**config.mk**
```make
export PLATFORM = sky130hd
export DESIGN_NAME = dirty_rectangle_tracker
export DESIGN_NICKNAME = d
export VERILOG_FILES = /design/src/sv/drt_pkg.sv /design/src/sv/drt_dp.sv /design/src/sv/drt_ctrl.sv /design/src/sv/dirty_rectangle_tracker.sv
export SDC_FILE = /design/constraint.sdc
export NUM_CORES = 1
export LEC_CHECK = 0
export ABC_AREA = 1
export ABC_CLOCK_PERIOD_IN_PS = 9860
export BUFFER_PORTS_ARGS = -buffer_cell sky130_fd_sc_hd__buf_2
export CORE_ASPECT_RATIO = 0.7
export CORE_UTILIZATION = 30
export CTS_BUF_LIST = sky130_fd_sc_hd__clkbuf_8
export DETAILED_ROUTE_END_ITERATION = 8
export GPL_ROUTABILITY_DRIVEN = 1
export GPL_TIMING_DRIVEN = 1
export MAX_ROUTING_LAYER = met4
export SLEW_MARGIN = 5
export SYNTH_ARGS = -nofsm -noshare
export SYNTH_HDL_FRONTEND = slang
export SYNTH_HIERARCHICAL = 1
export SYNTH_SLANG_ARGS = --single-unit
```
**constraint.sdc**
```tcl
create_clock -name i_clk -period 9.86 [get_ports i_clk]
set_input_delay 1.479 -clock i_clk [delete_from_list [all_inputs] [get_ports i_clk]]
set_output_delay 1.479 -clock i_clk [all_outputs]
set_load 0.02 [all_outputs]
```
**src/sv/drt_pkg.sv**
```systemverilog
`default_nettype none

package drt_pkg;

    // Item kinds carried on tuser
    localparam logic [1:0] KIND_ADD   = 2'd0;
    localparam logic [1:0] KIND_WHOLE = 2'd1;
    localparam logic [1:0] KIND_DRAIN = 2'd2;

    // Configuration register indexes
    localparam int         CFG_IDX_W   = 1;
    localparam int         CFG_DATA_W  = 15;
    localparam logic [CFG_IDX_W-1:0] CFG_SURF_W = 1'd0;
    localparam logic [CFG_IDX_W-1:0] CFG_SURF_H = 1'd1;

    localparam int RECT_W = 64;

    // Store write data selects
    typedef logic [1:0] t_wsel;
    localparam t_wsel WSEL_ITEM  = 2'd0;
    localparam t_wsel WSEL_WHOLE = 2'd1;
    localparam t_wsel WSEL_MERGE = 2'd2;

    // Left edge in the lowest bits, bottom edge in the highest
    typedef struct packed {
        logic signed [15:0] bottom;
        logic signed [15:0] right;
        logic signed [15:0] top;
        logic signed [15:0] left;
    } t_rect;

    typedef struct packed {
        logic  ren;
        logic  wen;
        t_wsel wsel;
        logic  ld_item;
        logic  ld_out;
        logic  out_last;
    } t_drt_cmd;

    typedef struct packed {
        logic hit;
        logic out_free;
    } t_drt_sts;

    function automatic logic f_empty(input t_rect a);
        f_empty = (a.right <= a.left) || (a.bottom <= a.top);
    endfunction

    // s fully contains n
    function automatic logic f_contains(input t_rect s, input t_rect n);
        f_contains = (s.left <= n.left) && (n.right <= s.right) &&
                     (s.top <= n.top) && (n.bottom <= s.bottom);
    endfunction

    function automatic t_rect f_merge(input t_rect last, input t_rect n);
        t_rect u;
        logic  le;
        logic  ne;
        le = f_empty(last);
        ne = f_empty(n);
        u  = last;
        if (le) begin
            if (!ne) begin
                u = n;
            end
        end else if (!ne) begin
            if (n.left < last.left)     u.left   = n.left;
            if (n.top < last.top)       u.top    = n.top;
            if (n.right > last.right)   u.right  = n.right;
            if (n.bottom > last.bottom) u.bottom = n.bottom;
        end
        f_merge = u;
    endfunction

endpackage

`default_nettype wire

```
**src/sv/drt_dp.sv**
```systemverilog
`default_nettype none

module drt_dp
    import drt_pkg::*;
#(
    parameter int MAX_RECTS = 16,
    parameter int IDX_W     = 4
) (
    input  wire                    i_clk,
    input  wire                    i_rst_n,
    input  wire                    i_cfg_we,
    input  wire [CFG_IDX_W-1:0]    i_cfg_idx,
    input  wire [CFG_DATA_W-1:0]   i_cfg_wdata,
    input  wire [RECT_W-1:0]       i_item,
    input  wire t_drt_cmd          i_cmd,
    input  wire [IDX_W-1:0]        i_raddr,
    input  wire [IDX_W-1:0]        i_waddr,
    output t_drt_sts               o_sts,
    input  wire                    i_out_ready,
    output logic                   o_out_valid,
    output logic [RECT_W-1:0]      o_out_data,
    output logic                   o_out_last
);

    logic [RECT_W-1:0]     r_mem [MAX_RECTS];
    logic [RECT_W-1:0]     r_rd;
    t_rect                 r_item;
    logic [CFG_DATA_W-1:0] r_surf_w;
    logic [CFG_DATA_W-1:0] r_surf_h;
    logic                  r_out_vld;
    logic [RECT_W-1:0]     r_out_data;
    logic                  r_out_last;
    t_rect                 n_wdata;
    t_rect                 w_whole;

    always_ff @(posedge i_clk) begin
        if (!i_rst_n) begin
            r_surf_w <= '0;
            r_surf_h <= '0;
        end else if (i_cfg_we) begin
            case (i_cfg_idx)
                CFG_SURF_W: r_surf_w <= i_cfg_wdata;
                CFG_SURF_H: r_surf_h <= i_cfg_wdata;
                default: ;
            endcase
        end
    end

    always_ff @(posedge i_clk) begin
        if (i_cmd.ld_item) begin
            r_item <= t_rect'(i_item);
        end
    end

    always_comb begin
        w_whole.left   = '0;
        w_whole.top    = '0;
        w_whole.right  = {1'b0, r_surf_w};
        w_whole.bottom = {1'b0, r_surf_h};
        case (i_cmd.wsel)
            WSEL_ITEM:  n_wdata = r_item;
            WSEL_WHOLE: n_wdata = w_whole;
            WSEL_MERGE: n_wdata = f_merge(t_rect'(r_rd), r_item);
            default:    n_wdata = r_item;
        endcase
    end

    always_ff @(posedge i_clk) begin
        if (i_cmd.wen) begin
            r_mem[i_waddr] <= n_wdata;
        end
        if (i_cmd.ren) begin
            r_rd <= r_mem[i_raddr];
        end
    end

    // Output register: load from the read stage, drop on a taken beat
    always_ff @(posedge i_clk) begin
        if (!i_rst_n) begin
            r_out_vld <= 1'b0;
        end else if (i_cmd.ld_out) begin
            r_out_vld <= 1'b1;
        end else if (i_out_ready) begin
            r_out_vld <= 1'b0;
        end
    end

    always_ff @(posedge i_clk) begin
        if (i_cmd.ld_out) begin
            r_out_data <= r_rd;
            r_out_last <= i_cmd.out_last;
        end
    end

    assign o_sts.hit      = f_contains(t_rect'(r_rd), r_item);
    assign o_sts.out_free = !r_out_vld || i_out_ready;
    assign o_out_valid    = r_out_vld;
    assign o_out_data     = r_out_data;
    assign o_out_last     = r_out_last;

endmodule

`default_nettype wire

```
**src/sv/drt_ctrl.sv**
```systemverilog
`default_nettype none

module drt_ctrl
    import drt_pkg::*;
#(
    parameter int MAX_RECTS = 16,
    parameter int IDX_W     = 4,
    parameter int CNT_W     = 5
) (
    input  wire              i_clk,
    input  wire              i_rst_n,
    input  wire              i_in_valid,
    input  wire [1:0]        i_kind,
    output logic             o_in_ready,
    input  wire t_drt_sts    i_sts,
    output t_drt_cmd         o_cmd,
    output logic [IDX_W-1:0] o_raddr,
    output logic [IDX_W-1:0] o_waddr
);

    localparam logic [1:0] ST_IDLE  = 2'd0;
    localparam logic [1:0] ST_SCAN  = 2'd1;
    localparam logic [1:0] ST_DRAIN = 2'd2;

    localparam logic [CNT_W-1:0] CNT_MAX  = CNT_W'(MAX_RECTS);
    localparam logic [IDX_W-1:0] LAST_IDX = IDX_W'(MAX_RECTS - 1);

    logic [1:0]       r_state, n_state;
    logic [CNT_W-1:0] r_count, n_count;
    logic [CNT_W-1:0] r_idx, n_idx;
    logic             r_rd_vld, n_rd_vld;
    logic             r_rd_last, n_rd_last;
    logic             w_accept;
    logic             w_all_issued;
    logic             w_move;

    assign o_in_ready   = (r_state == ST_IDLE);
    assign w_accept     = i_in_valid && o_in_ready;
    assign w_all_issued = (r_idx == r_count);
    assign w_move       = r_rd_vld && i_sts.out_free;
    assign o_raddr      = r_idx[IDX_W-1:0];

    always_comb begin
        n_state   = r_state;
        n_count   = r_count;
        n_idx     = r_idx;
        n_rd_vld  = 1'b0;
        n_rd_last = r_rd_last;
        o_cmd     = '0;
        o_cmd.wsel = WSEL_ITEM;
        o_waddr   = '0;
        case (r_state)
            ST_IDLE: begin
                if (w_accept) begin
                    o_cmd.ld_item = 1'b1;
                    n_idx         = '0;
                    case (i_kind)
                        KIND_ADD:   n_state = ST_SCAN;
                        KIND_DRAIN: n_state = ST_DRAIN;
                        KIND_WHOLE: begin
                            o_cmd.wen  = 1'b1;
                            o_cmd.wsel = WSEL_WHOLE;
                            o_waddr    = '0;
                            n_count    = CNT_W'(1);
                        end
                        default: ;
                    endcase
                end
            end
            ST_SCAN: begin
                if (!w_all_issued) begin
                    o_cmd.ren = 1'b1;
                    n_idx     = r_idx + 1'b1;
                    n_rd_vld  = 1'b1;
                end
                if (r_rd_vld && i_sts.hit) begin
                    n_state  = ST_IDLE;
                    n_rd_vld = 1'b0;
                end else if (w_all_issued) begin
                    o_cmd.wen = 1'b1;
                    n_state   = ST_IDLE;
                    if (r_count == CNT_MAX) begin
                        o_cmd.wsel = WSEL_MERGE;
                        o_waddr    = LAST_IDX;
                    end else begin
                        o_cmd.wsel = WSEL_ITEM;
                        o_waddr    = r_count[IDX_W-1:0];
                        n_count    = r_count + 1'b1;
                    end
                end
            end
            ST_DRAIN: begin
                o_cmd.ld_out   = w_move;
                o_cmd.out_last = r_rd_last;
                n_rd_vld       = r_rd_vld && !w_move;
                if (!w_all_issued && (!r_rd_vld || w_move)) begin
                    o_cmd.ren = 1'b1;
                    n_idx     = r_idx + 1'b1;
                    n_rd_vld  = 1'b1;
                    n_rd_last = (CNT_W'(r_idx + 1'b1) == r_count);
                end
                if (w_all_issued && !r_rd_vld) begin
                    n_state = ST_IDLE;
                    n_count = '0;
                end
            end
            default: n_state = ST_IDLE;
        endcase
    end

    always_ff @(posedge i_clk) begin
        if (!i_rst_n) begin
            r_state  <= ST_IDLE;
            r_count  <= '0;
            r_idx    <= '0;
            r_rd_vld <= 1'b0;
        end else begin
            r_state  <= n_state;
            r_count  <= n_count;
            r_idx    <= n_idx;
            r_rd_vld <= n_rd_vld;
        end
    end

    always_ff @(posedge i_clk) begin
        r_rd_last <= n_rd_last;
    end

    a_count_bound: assert property (@(posedge i_clk) disable iff (!i_rst_n)
        r_count <= CNT_MAX)
        else $error("rectangle count above capacity");

    a_idle_no_read: assert property (@(posedge i_clk) disable iff (!i_rst_n)
        (r_state == ST_IDLE) |-> !r_rd_vld)
        else $error("read stage busy while idle");

    a_drain_count: assert property (@(posedge i_clk) disable iff (!i_rst_n)
        (r_state == ST_DRAIN) |=> (r_count == $past(r_count)) || (r_count == '0))
        else $error("count changed during drain");

    a_no_rw_overlap: assert property (@(posedge i_clk) disable iff (!i_rst_n)
        o_cmd.wen |-> !o_cmd.ren && !o_cmd.ld_out)
        else $error("store written during a read pass");

    a_load_needs_data: assert property (@(posedge i_clk) disable iff (!i_rst_n)
        o_cmd.ld_out |-> r_rd_vld && (r_state == ST_DRAIN))
        else $error("output loaded without read data");

endmodule

`default_nettype wire

```
**src/sv/dirty_rectangle_tracker.sv**
```systemverilog
// Add: one store read per entry, then the write; it ends early on a containing entry.
// Whole: the store is written in the cycle the item is accepted.
// Drain: each entry goes through the read stage and the output register, one beat
//   per cycle while the receiver keeps up.
// Flow: one item at a time, paced by the store read.
// Reset: synchronous, active low; clears list, pending beat and surface size, not the store.
`default_nettype none

module dirty_rectangle_tracker
    import drt_pkg::*;
#(
    parameter int MAX_RECTS = 16
) (
    input  wire                  i_clk,
    input  wire                  i_rst_n,
    // Configuration writes
    input  wire                  i_cfg_we,
    input  wire [CFG_IDX_W-1:0]  i_cfg_idx,
    input  wire [CFG_DATA_W-1:0] i_cfg_wdata,
    // Input items
    input  wire                  s_axis_tvalid,
    output logic                 s_axis_tready,
    input  wire [63:0]           s_axis_tdata,  // rect_left, rect_top, rect_right, rect_bottom
    input  wire [1:0]            s_axis_tuser,  // kind
    // Drained rectangles
    output logic                 m_axis_tvalid,
    input  wire                  m_axis_tready,
    output logic [63:0]          m_axis_tdata,  // out_left, out_top, out_right, out_bottom
    output logic                 m_axis_tlast   // last_of_run
);

    // Store index and count widths follow the list capacity
    localparam int IDX_W = (MAX_RECTS > 1) ? $clog2(MAX_RECTS) : 1;
    localparam int CNT_W = $clog2(MAX_RECTS + 1);

    t_drt_cmd         w_cmd;
    t_drt_sts         w_sts;
    logic [IDX_W-1:0] w_raddr;
    logic [IDX_W-1:0] w_waddr;

    // Controller: sequence the containment scan, append/merge and drain passes
    drt_ctrl #(
        .MAX_RECTS (MAX_RECTS),
        .IDX_W     (IDX_W),
        .CNT_W     (CNT_W)
    ) u_ctrl (
        .i_clk      (i_clk),
        .i_rst_n    (i_rst_n),
        .i_in_valid (s_axis_tvalid),
        .i_kind     (s_axis_tuser),
        .o_in_ready (s_axis_tready),
        .i_sts      (w_sts),
        .o_cmd      (w_cmd),
        .o_raddr    (w_raddr),
        .o_waddr    (w_waddr)
    );

    // Datapath: hold the store, the item, the surface size and the output beat
    drt_dp #(
        .MAX_RECTS (MAX_RECTS),
        .IDX_W     (IDX_W)
    ) u_dp (
        .i_clk       (i_clk),
        .i_rst_n     (i_rst_n),
        .i_cfg_we    (i_cfg_we),
        .i_cfg_idx   (i_cfg_idx),
        .i_cfg_wdata (i_cfg_wdata),
        .i_item      (s_axis_tdata),
        .i_cmd       (w_cmd),
        .i_raddr     (w_raddr),
        .i_waddr     (w_waddr),
        .o_sts       (w_sts),
        .i_out_ready (m_axis_tready),
        .o_out_valid (m_axis_tvalid),
        .o_out_data  (m_axis_tdata),
        .o_out_last  (m_axis_tlast)
    );

endmodule

`default_nettype wire

```
* Yosys cells after proc, flatten, opt, wreduce, memory -nomap -nowiden *
Memories as Yosys holds them, arrays and structs flattened. A register that Yosys moved wholly into a read port is not among the register bits.
Index checks and enable logic that the tools add are counted.

operators by class
  multiply operators = 0
  equal/unequal tests = 19
  add/subtract/negate cells = 2
  divide/modulo/power cells = 0
  $lt $le $gt $ge = 12
  bitwise gates (word level) = 1
  multiplexer cells = 47
  reduce and logical (&&, ||, !) cells = 27
  shift-type cells = 0

operators by type and width
  operator                                        count
  2-to-1 mux 64 bit                               3
  <= comparator 16 bit                            8
  case mux 64 bit (2 select lines)                1
  2-to-1 mux 16 bit                               4
  2-to-1 mux 5 bit                                9
  > comparator 16 bit                             2
  less-than comparator 16 bit                     2
  case mux 5 bit (3 select lines)                 2
  2-to-1 mux 4 bit                                5
  2-to-1 mux 2 bit                                6
  adder 5 x 1 -> 5 bit (second input constant)    2
  == test 5 bit                                   2
  != test 2 bit (second input constant)           5
  logical AND 1 bit                               9
  2-to-1 mux 1 bit                                9
  2-to-1 mux 3 bit                                3
  AND reduction 4 bit                             2
  AND reduction 7 bit                             1
  == test 2 x 1 -> 1 bit (second input constant)  3
  == test 2 bit (second input constant)           3
  != test 2 x 1 -> 1 bit (second input constant)  3
  case mux 2 bit (3 select lines)                 1
  case mux 3 bit (2 select lines)                 1
  AND reduction 2 bit                             3
  11 further kinds                                19

storage, ports and cells
  output and inout port bits = 67
  latch bits = 0
  memories = 1
  word-level logic and storage cells = 123
  register bits = 174
  memory bits (read-only) = 0
  memory bits (writable) = 1024

memory list
  memory      words  bits a word  rd ports  clocked after Yosys merged registers in  wr ports  RTL line      RTL
  u_dp.r_mem  16     64           1         1                                        1         drt_dp.sv:25  logic [RECT_W-1:0] r_mem [MAX_RECTS];

* Longest topological paths before layout *
  depth after elaboration = 9
  mapped depth = 25
  depth with buffers taken out = 24

* Cells and area by module *
The synthesis kept the hierarchy.

modules (own cells, without submodules)
  module    area each (um^2)  times used  cells an instance
  drt_dp    53807.9           1           4215
  drt_ctrl  1231.2            1           185

* Worst setup path before layout *
No wires, ideal clock.

  kind = input -> register
  from = input port s_axis_tvalid
  to = memory u_dp.r_mem[12][0], enable pin
  path buffers = 0
  path slack = 3.424 ns
  stages on the path = 6
  data arrival time = 5.950 ns
  data required time = 9.373 ns
  cells stage by stage = nand2_1 -> inv_1 -> nand2_1 -> nand2_1 -> nand3_1 -> nor2_1

RTL lines
  item             RTL line                       RTL
  start, declared  dirty_rectangle_tracker.sv:21  input wire s_axis_tvalid,
  end, declared    drt_dp.sv:25

==> results.rst <==
.. list-table::
   :header-rows: 1

   * - Metric
     - Value
   * - Run status
     - finished clean
   * - I/O pin count
     - 154
   * - Via Count
     - 36800
   * - Proportion of synthesized area in mux cells
     - 0.04656
   * - Count of buffers from port buffering
     - 153
   * - Source-to-sink clock delay at the later pin of the worst-skew pair
     - 0.90 ns
   * - Layout cells sized above 1
     - 0.1153
   * - Clock Tree Buf Depth
     - 3
   * - Cells after synthesis
     - 4400
   * - Root cell of the clock tree
     - sky130_fd_sc_hd__clkbuf_8
   * - Part of the power in the clock network
     - 0.259
   * - Final instance area
     - 62220 sq um
   * - Cell seen most often among critical-path stages
     - sky130_fd_sc_hd__nand2_1
   * - Mean instance size in the synthesized netlist
     - 12.51 sq um
   * - Sequential-to-total area share from yosys stat
     - 0.6805
   * - Count of flip-flops with a built-in enable after synthesis
     - 1218
   * - Hold violation count in the final report
     - 0
   * - Final Instance Count excl. Fillers
     - 7186
   * - Clock tree from TritonCTS
     - built
   * - Clock sinks
     - 1262
   * - Critical-path cell list
     - ha_1, nand2_1, inv_1, o21ai_0, a21oi_1, nor2_1, nand2_1, nand2_1, nand2_1, nor2_2, nor4_1, nand2_1, nand4_1, a211oi_1, ha_2, inv_1, nor2_2, buf_4, nand3_1, o21ai_1
   * - Standard cell with the maximum stage delay on the critical path
     - sky130_fd_sc_hd__ha_2
   * - Post-detailed-placement cell area
     - 58430 sq um
   * - Vias per cell
     - 5.121
   * - Maximum level of the CTS H-tree
     - 4
   * - Routability congestion estimate
     - 0.9579
   * - Final setup fails
     - 0
   * - Hold EP
     - u_dp/r_surf_h[5]$_SDFFE_PN0P_
   * - Number of nets in the synthesized netlist
     - 4624
   * - Number of synthesized register bits
     - 1262
   * - # hold bufs at CTS
     - 0
   * - HPWL after DPL
     - 99790 um
   * - Synthesized area
     - 55040 sq um
   * - Routed wire per std cell
     - 23.45 um
   * - Endpoint of the worst-slack reg-to-reg timing path
     - u_dp/r_mem[3][22]$_DFFE_PP_
   * - Crit Reg-Reg Startpoint
     - u_dp/r_item[41]$_DFFE_PP_
   * - Worst EP required
     - 10.36 ns
   * - Min-Delay Path Depth
     - 2
   * - Initial antenna violation count
     - 10
   * - Aggregate global-route resource usage
     - 0.1823
   * - Max Transition Viols Final
     - 0
   * - DRC
     - 0
   * - Post-cts sizing count
     - 0
   * - Reg-to-reg slack, setup
     - 3.83 ns
   * - Setup slack of the critical path after layout
     - 3.826 ns
   * - CP startpoint kind
     - register
   * - Main combinational cell family by area after synthesis
     - compound AO/OA/AOI/OAI gates
   * - Total CTS buffers
     - 203
   * - 1st-pass router iterations
     - 6
   * - Setup Buffers After CTS
     - 0
   * - Simple-gate area share of the yosys netlist
     - 0.07656
   * - Library cells used by synthesis
     - 49
   * - Delay of the slowest cell on the worst path
     - 0.86 ns
   * - Final design utilization
     - 0.3414
   * - Switching fraction of total power
     - 0.3732
   * - Storage element area
     - 37470 sq um
   * - Residual antenna-violating net count after detailed routing
     - 0
   * - Die Area
     - 185200 sq um
   * - Reported net switching power
     - 6.062 mW
   * - Area Growth Syn to Fin
     - 13.05%
   * - Worst-path fanout max
     - 31
   * - Max-capacitance violation count
     - 0
   * - Post-route setup TNS
     - 0 ns
   * - Maximum vdd ir drop
     - 356.9 uV
   * - Most frequent cells in the layout
     - sky130_fd_sc_hd__edfxtp_1 (1218), sky130_fd_sc_hd__inv_1 (503), sky130_fd_sc_hd__nand2_1 (389)
   * - Setup CP Type
     - reg2reg
   * - Logic depth of the worst register-to-register path
     - 20
   * - Tmin final
     - 6.034 ns
   * - Type of element capturing the critical path
     - register
   * - Die Ht
     - 360.4 um
   * - Power Total
     - 16.25 mW
   * - Static Leakage
     - 21.92 nW
   * - Share of the cycle needed by the critical path after routing
     - 0.6120
   * - Share of flip-flops with an asynchronous set or reset
     - 0
   * - Cell-internal power
     - 10.18 mW
   * - Final Skew
     - 0.04995 ns
   * - Minimum hold slack
     - 0.5029 ns
   * - Flip-flop cell with the highest count after synthesis
     - sky130_fd_sc_hd__edfxtp_1
   * - Drt first-iter violations
     - 4903
   * - Achievable clock frequency
     - 165.7 MHz
   * - Multi-input combinational cell area
     - 14940 sq um
   * - Worst slew slack as a fraction of its limit
     - 0.1357
   * - Cells after DPL
     - 6815
   * - Critical hold path startpoint
     - u_dp/r_surf_h[5]$_SDFFE_PN0P_
   * - Worst Setup Slack post-DPL
     - 4.002 ns
   * - Most common library cell in the layout ignoring fill and taps
     - sky130_fd_sc_hd__edfxtp_1
   * - Type of the most critical hold path
     - reg2reg
   * - Area fraction in compound gates after synthesis
     - 0.1129
   * - CORE AREA
     - 182300 sq um
   * - PD cells
     - 261.1 nW/um^2
   * - Final wirelength
     - 168500 um
   * - Die W
     - 513.9 um
   * - Final-stage net count
     - 4785
   * - Residual overflow from global routing
     - 0
   * - Clock transition at path regs
     - 0.07 ns
   * - RSZ-0062 raised after global routing
     - false
   * - Adder-cell share of the synthesized area
     - 0.03114
   * - Tightest Pin Transition
     - 1.296 ns
   * - Via count of the first global-routing pass
     - 34140
   * - Warnings from Yosys
     - 6
   * - Worst endpoint data arrival time
     - 6.54 ns
   * - Parity-gate share of the synthesized area counting xor and xnor cells
     - 0.001273
   * - Combinational power share
     - 0.313
   * - Site row count
     - 131
   * - Largest net degree at the start of global routing
     - 189
   * - Starting utilization of the core area
     - 0.3020
   * - Share of total power in sequential cells
     - 0.428
   * - First-pass GRT wire length
     - 241300 um
   * - Fill cell count
     - 17880
## synthesized netlist by cell type, drive strengths merged, types with 2 or more instances
| cell type | n | share of area |
|---|---|---|
| nor4 | 4 | 0.00045 |
| o211ai | 290 | 0.040 |
| nor3b | 2 | 0.00027 |
| o21a | 4 | 0.00055 |
| edfxtp | 1218 | 0.66 |
| buf | 84 | 0.0091 |
| a31oi | 4 | 0.00045 |
| clkbuf | 177 | 0.012 |
| nor3 | 10 | 0.0011 |
| or2 | 3 | 0.00034 |
| mux2i | 256 | 0.047 |
| inv | 434 | 0.030 |
| clkinv | 2 | 0.00016 |
| nand3 | 341 | 0.031 |
| nand3b | 5 | 0.00068 |
| a21oi | 379 | 0.035 |
| a21boi | 2 | 0.00027 |
| a21o | 3 | 0.00041 |
| xor2 | 5 | 0.00080 |
| nand2 | 399 | 0.028 |
| xnor2 | 3 | 0.00048 |
| ha | 137 | 0.031 |
| dfxtp | 44 | 0.016 |
| nand4 | 12 | 0.0015 |
| nor2 | 175 | 0.012 |
| o21ai | 403 | 0.037 |
## how the worst max path moves through the flow
stage,to,slack (ns),from,depth (start not counted)
2_1_floorplan,u_dp/r_mem[12][0]$_DFFE_PP_,3.42,s_axis_tvalid,6
3_3_place_gp,u_dp/r_mem[2][42]$_DFFE_PP_,4.01,u_dp/r_rd[41]$_DFFE_PP_,20
3_5_place_dp,u_dp/r_mem[3][42]$_DFFE_PP_,4.00,u_dp/r_item[41]$_DFFE_PP_,19
4_1_cts,u_dp/r_mem[1][42]$_DFFE_PP_,3.97,u_dp/r_item[41]$_DFFE_PP_,19
5_1_grt,u_dp/r_mem[12][23]$_DFFE_PP_,3.52,u_dp/r_rd[41]$_DFFE_PP_,21
6_report,u_dp/r_mem[3][22]$_DFFE_PP_,3.83,u_dp/r_item[41]$_DFFE_PP_,20
## cell type report
cell class,instances,share of cell area
well taps,2460,0.04947
flip-flops and latches,1262,0.6022
clock buffers,214,0.04733
clock inverters,150,0.01307
multi-input cells,2441,0.2401
diodes,6,0.0002413
inverters,436,0.02658
repair buffers,217,0.02103
## power by group through the flow
stage / combinational [mW] / clock, mW / sequential (mW)
finish: 5.08 / 4.21 / 6.96
floorplan: 3.50 / 0 / 6.87
global placement: 4.95 / 0 / 7.04
CTS: 5.02 / 4.29 / 6.94
detailed placement: 4.99 / 0 / 7.05
global route: 5.52 / 4.51 / 6.97
## kinds of logic (layout without fill, tap and decap cells)
family                   count (synthesis)  count (layout)
AO/OA/AOI/OAI                         1087            1087
flip-flops                            1262            1262
adder cells (fa/ha/maj)                137             137
XOR/XNOR                                 8               8
buffers and inverters                  697            1017
multiplexers                           256             256
other                                    0               6
AND/OR/NAND/NOR                        953             953
## state kept, by name, indices dropped and copies added, names as in the netlist
register / cells
u_dp/r_item: 64
u_ctrl/r_count: 5
u_dp/r_surf_w: 15
u_dp/o_out_last: 1
u_dp/o_out_data: 64
u_ctrl/r_rd_last: 1
u_dp/r_surf_h: 15
u_ctrl/r_state: 2
u_ctrl/r_rd_vld: 1
u_dp/r_mem: 1024
u_dp/o_out_valid: 1
u_dp/r_rd: 64
u_ctrl/r_idx: 5
## metal layers
layer | vias to the layer above | GRT usage | part of all wire | wire, um
met5 | - | - | 0 | 0
met4 | 0 | 0.05162 | 0.025 | 4292
met3 | 272 | 0.03650 | 0.094 | 15770
met2 | 1854 | 0.2763 | 0.45 | 76210
met1 | 18230 | 0.2466 | 0.43 | 72260
li1 | 16450 | - | - | -
## worst max-delay path, delay by kind of cell, from the launching register on
family / cells / cell delay (ns)
buffers and inverters: 3 / 0.63
AND/OR/NAND/NOR: 11 / 2.06
flip-flops: 1 / 0.50
adder cells (fa/ha/maj): 2 / 1.21
AO/OA/AOI/OAI: 4 / 1.17
Power figures use the tool's default switching activity.
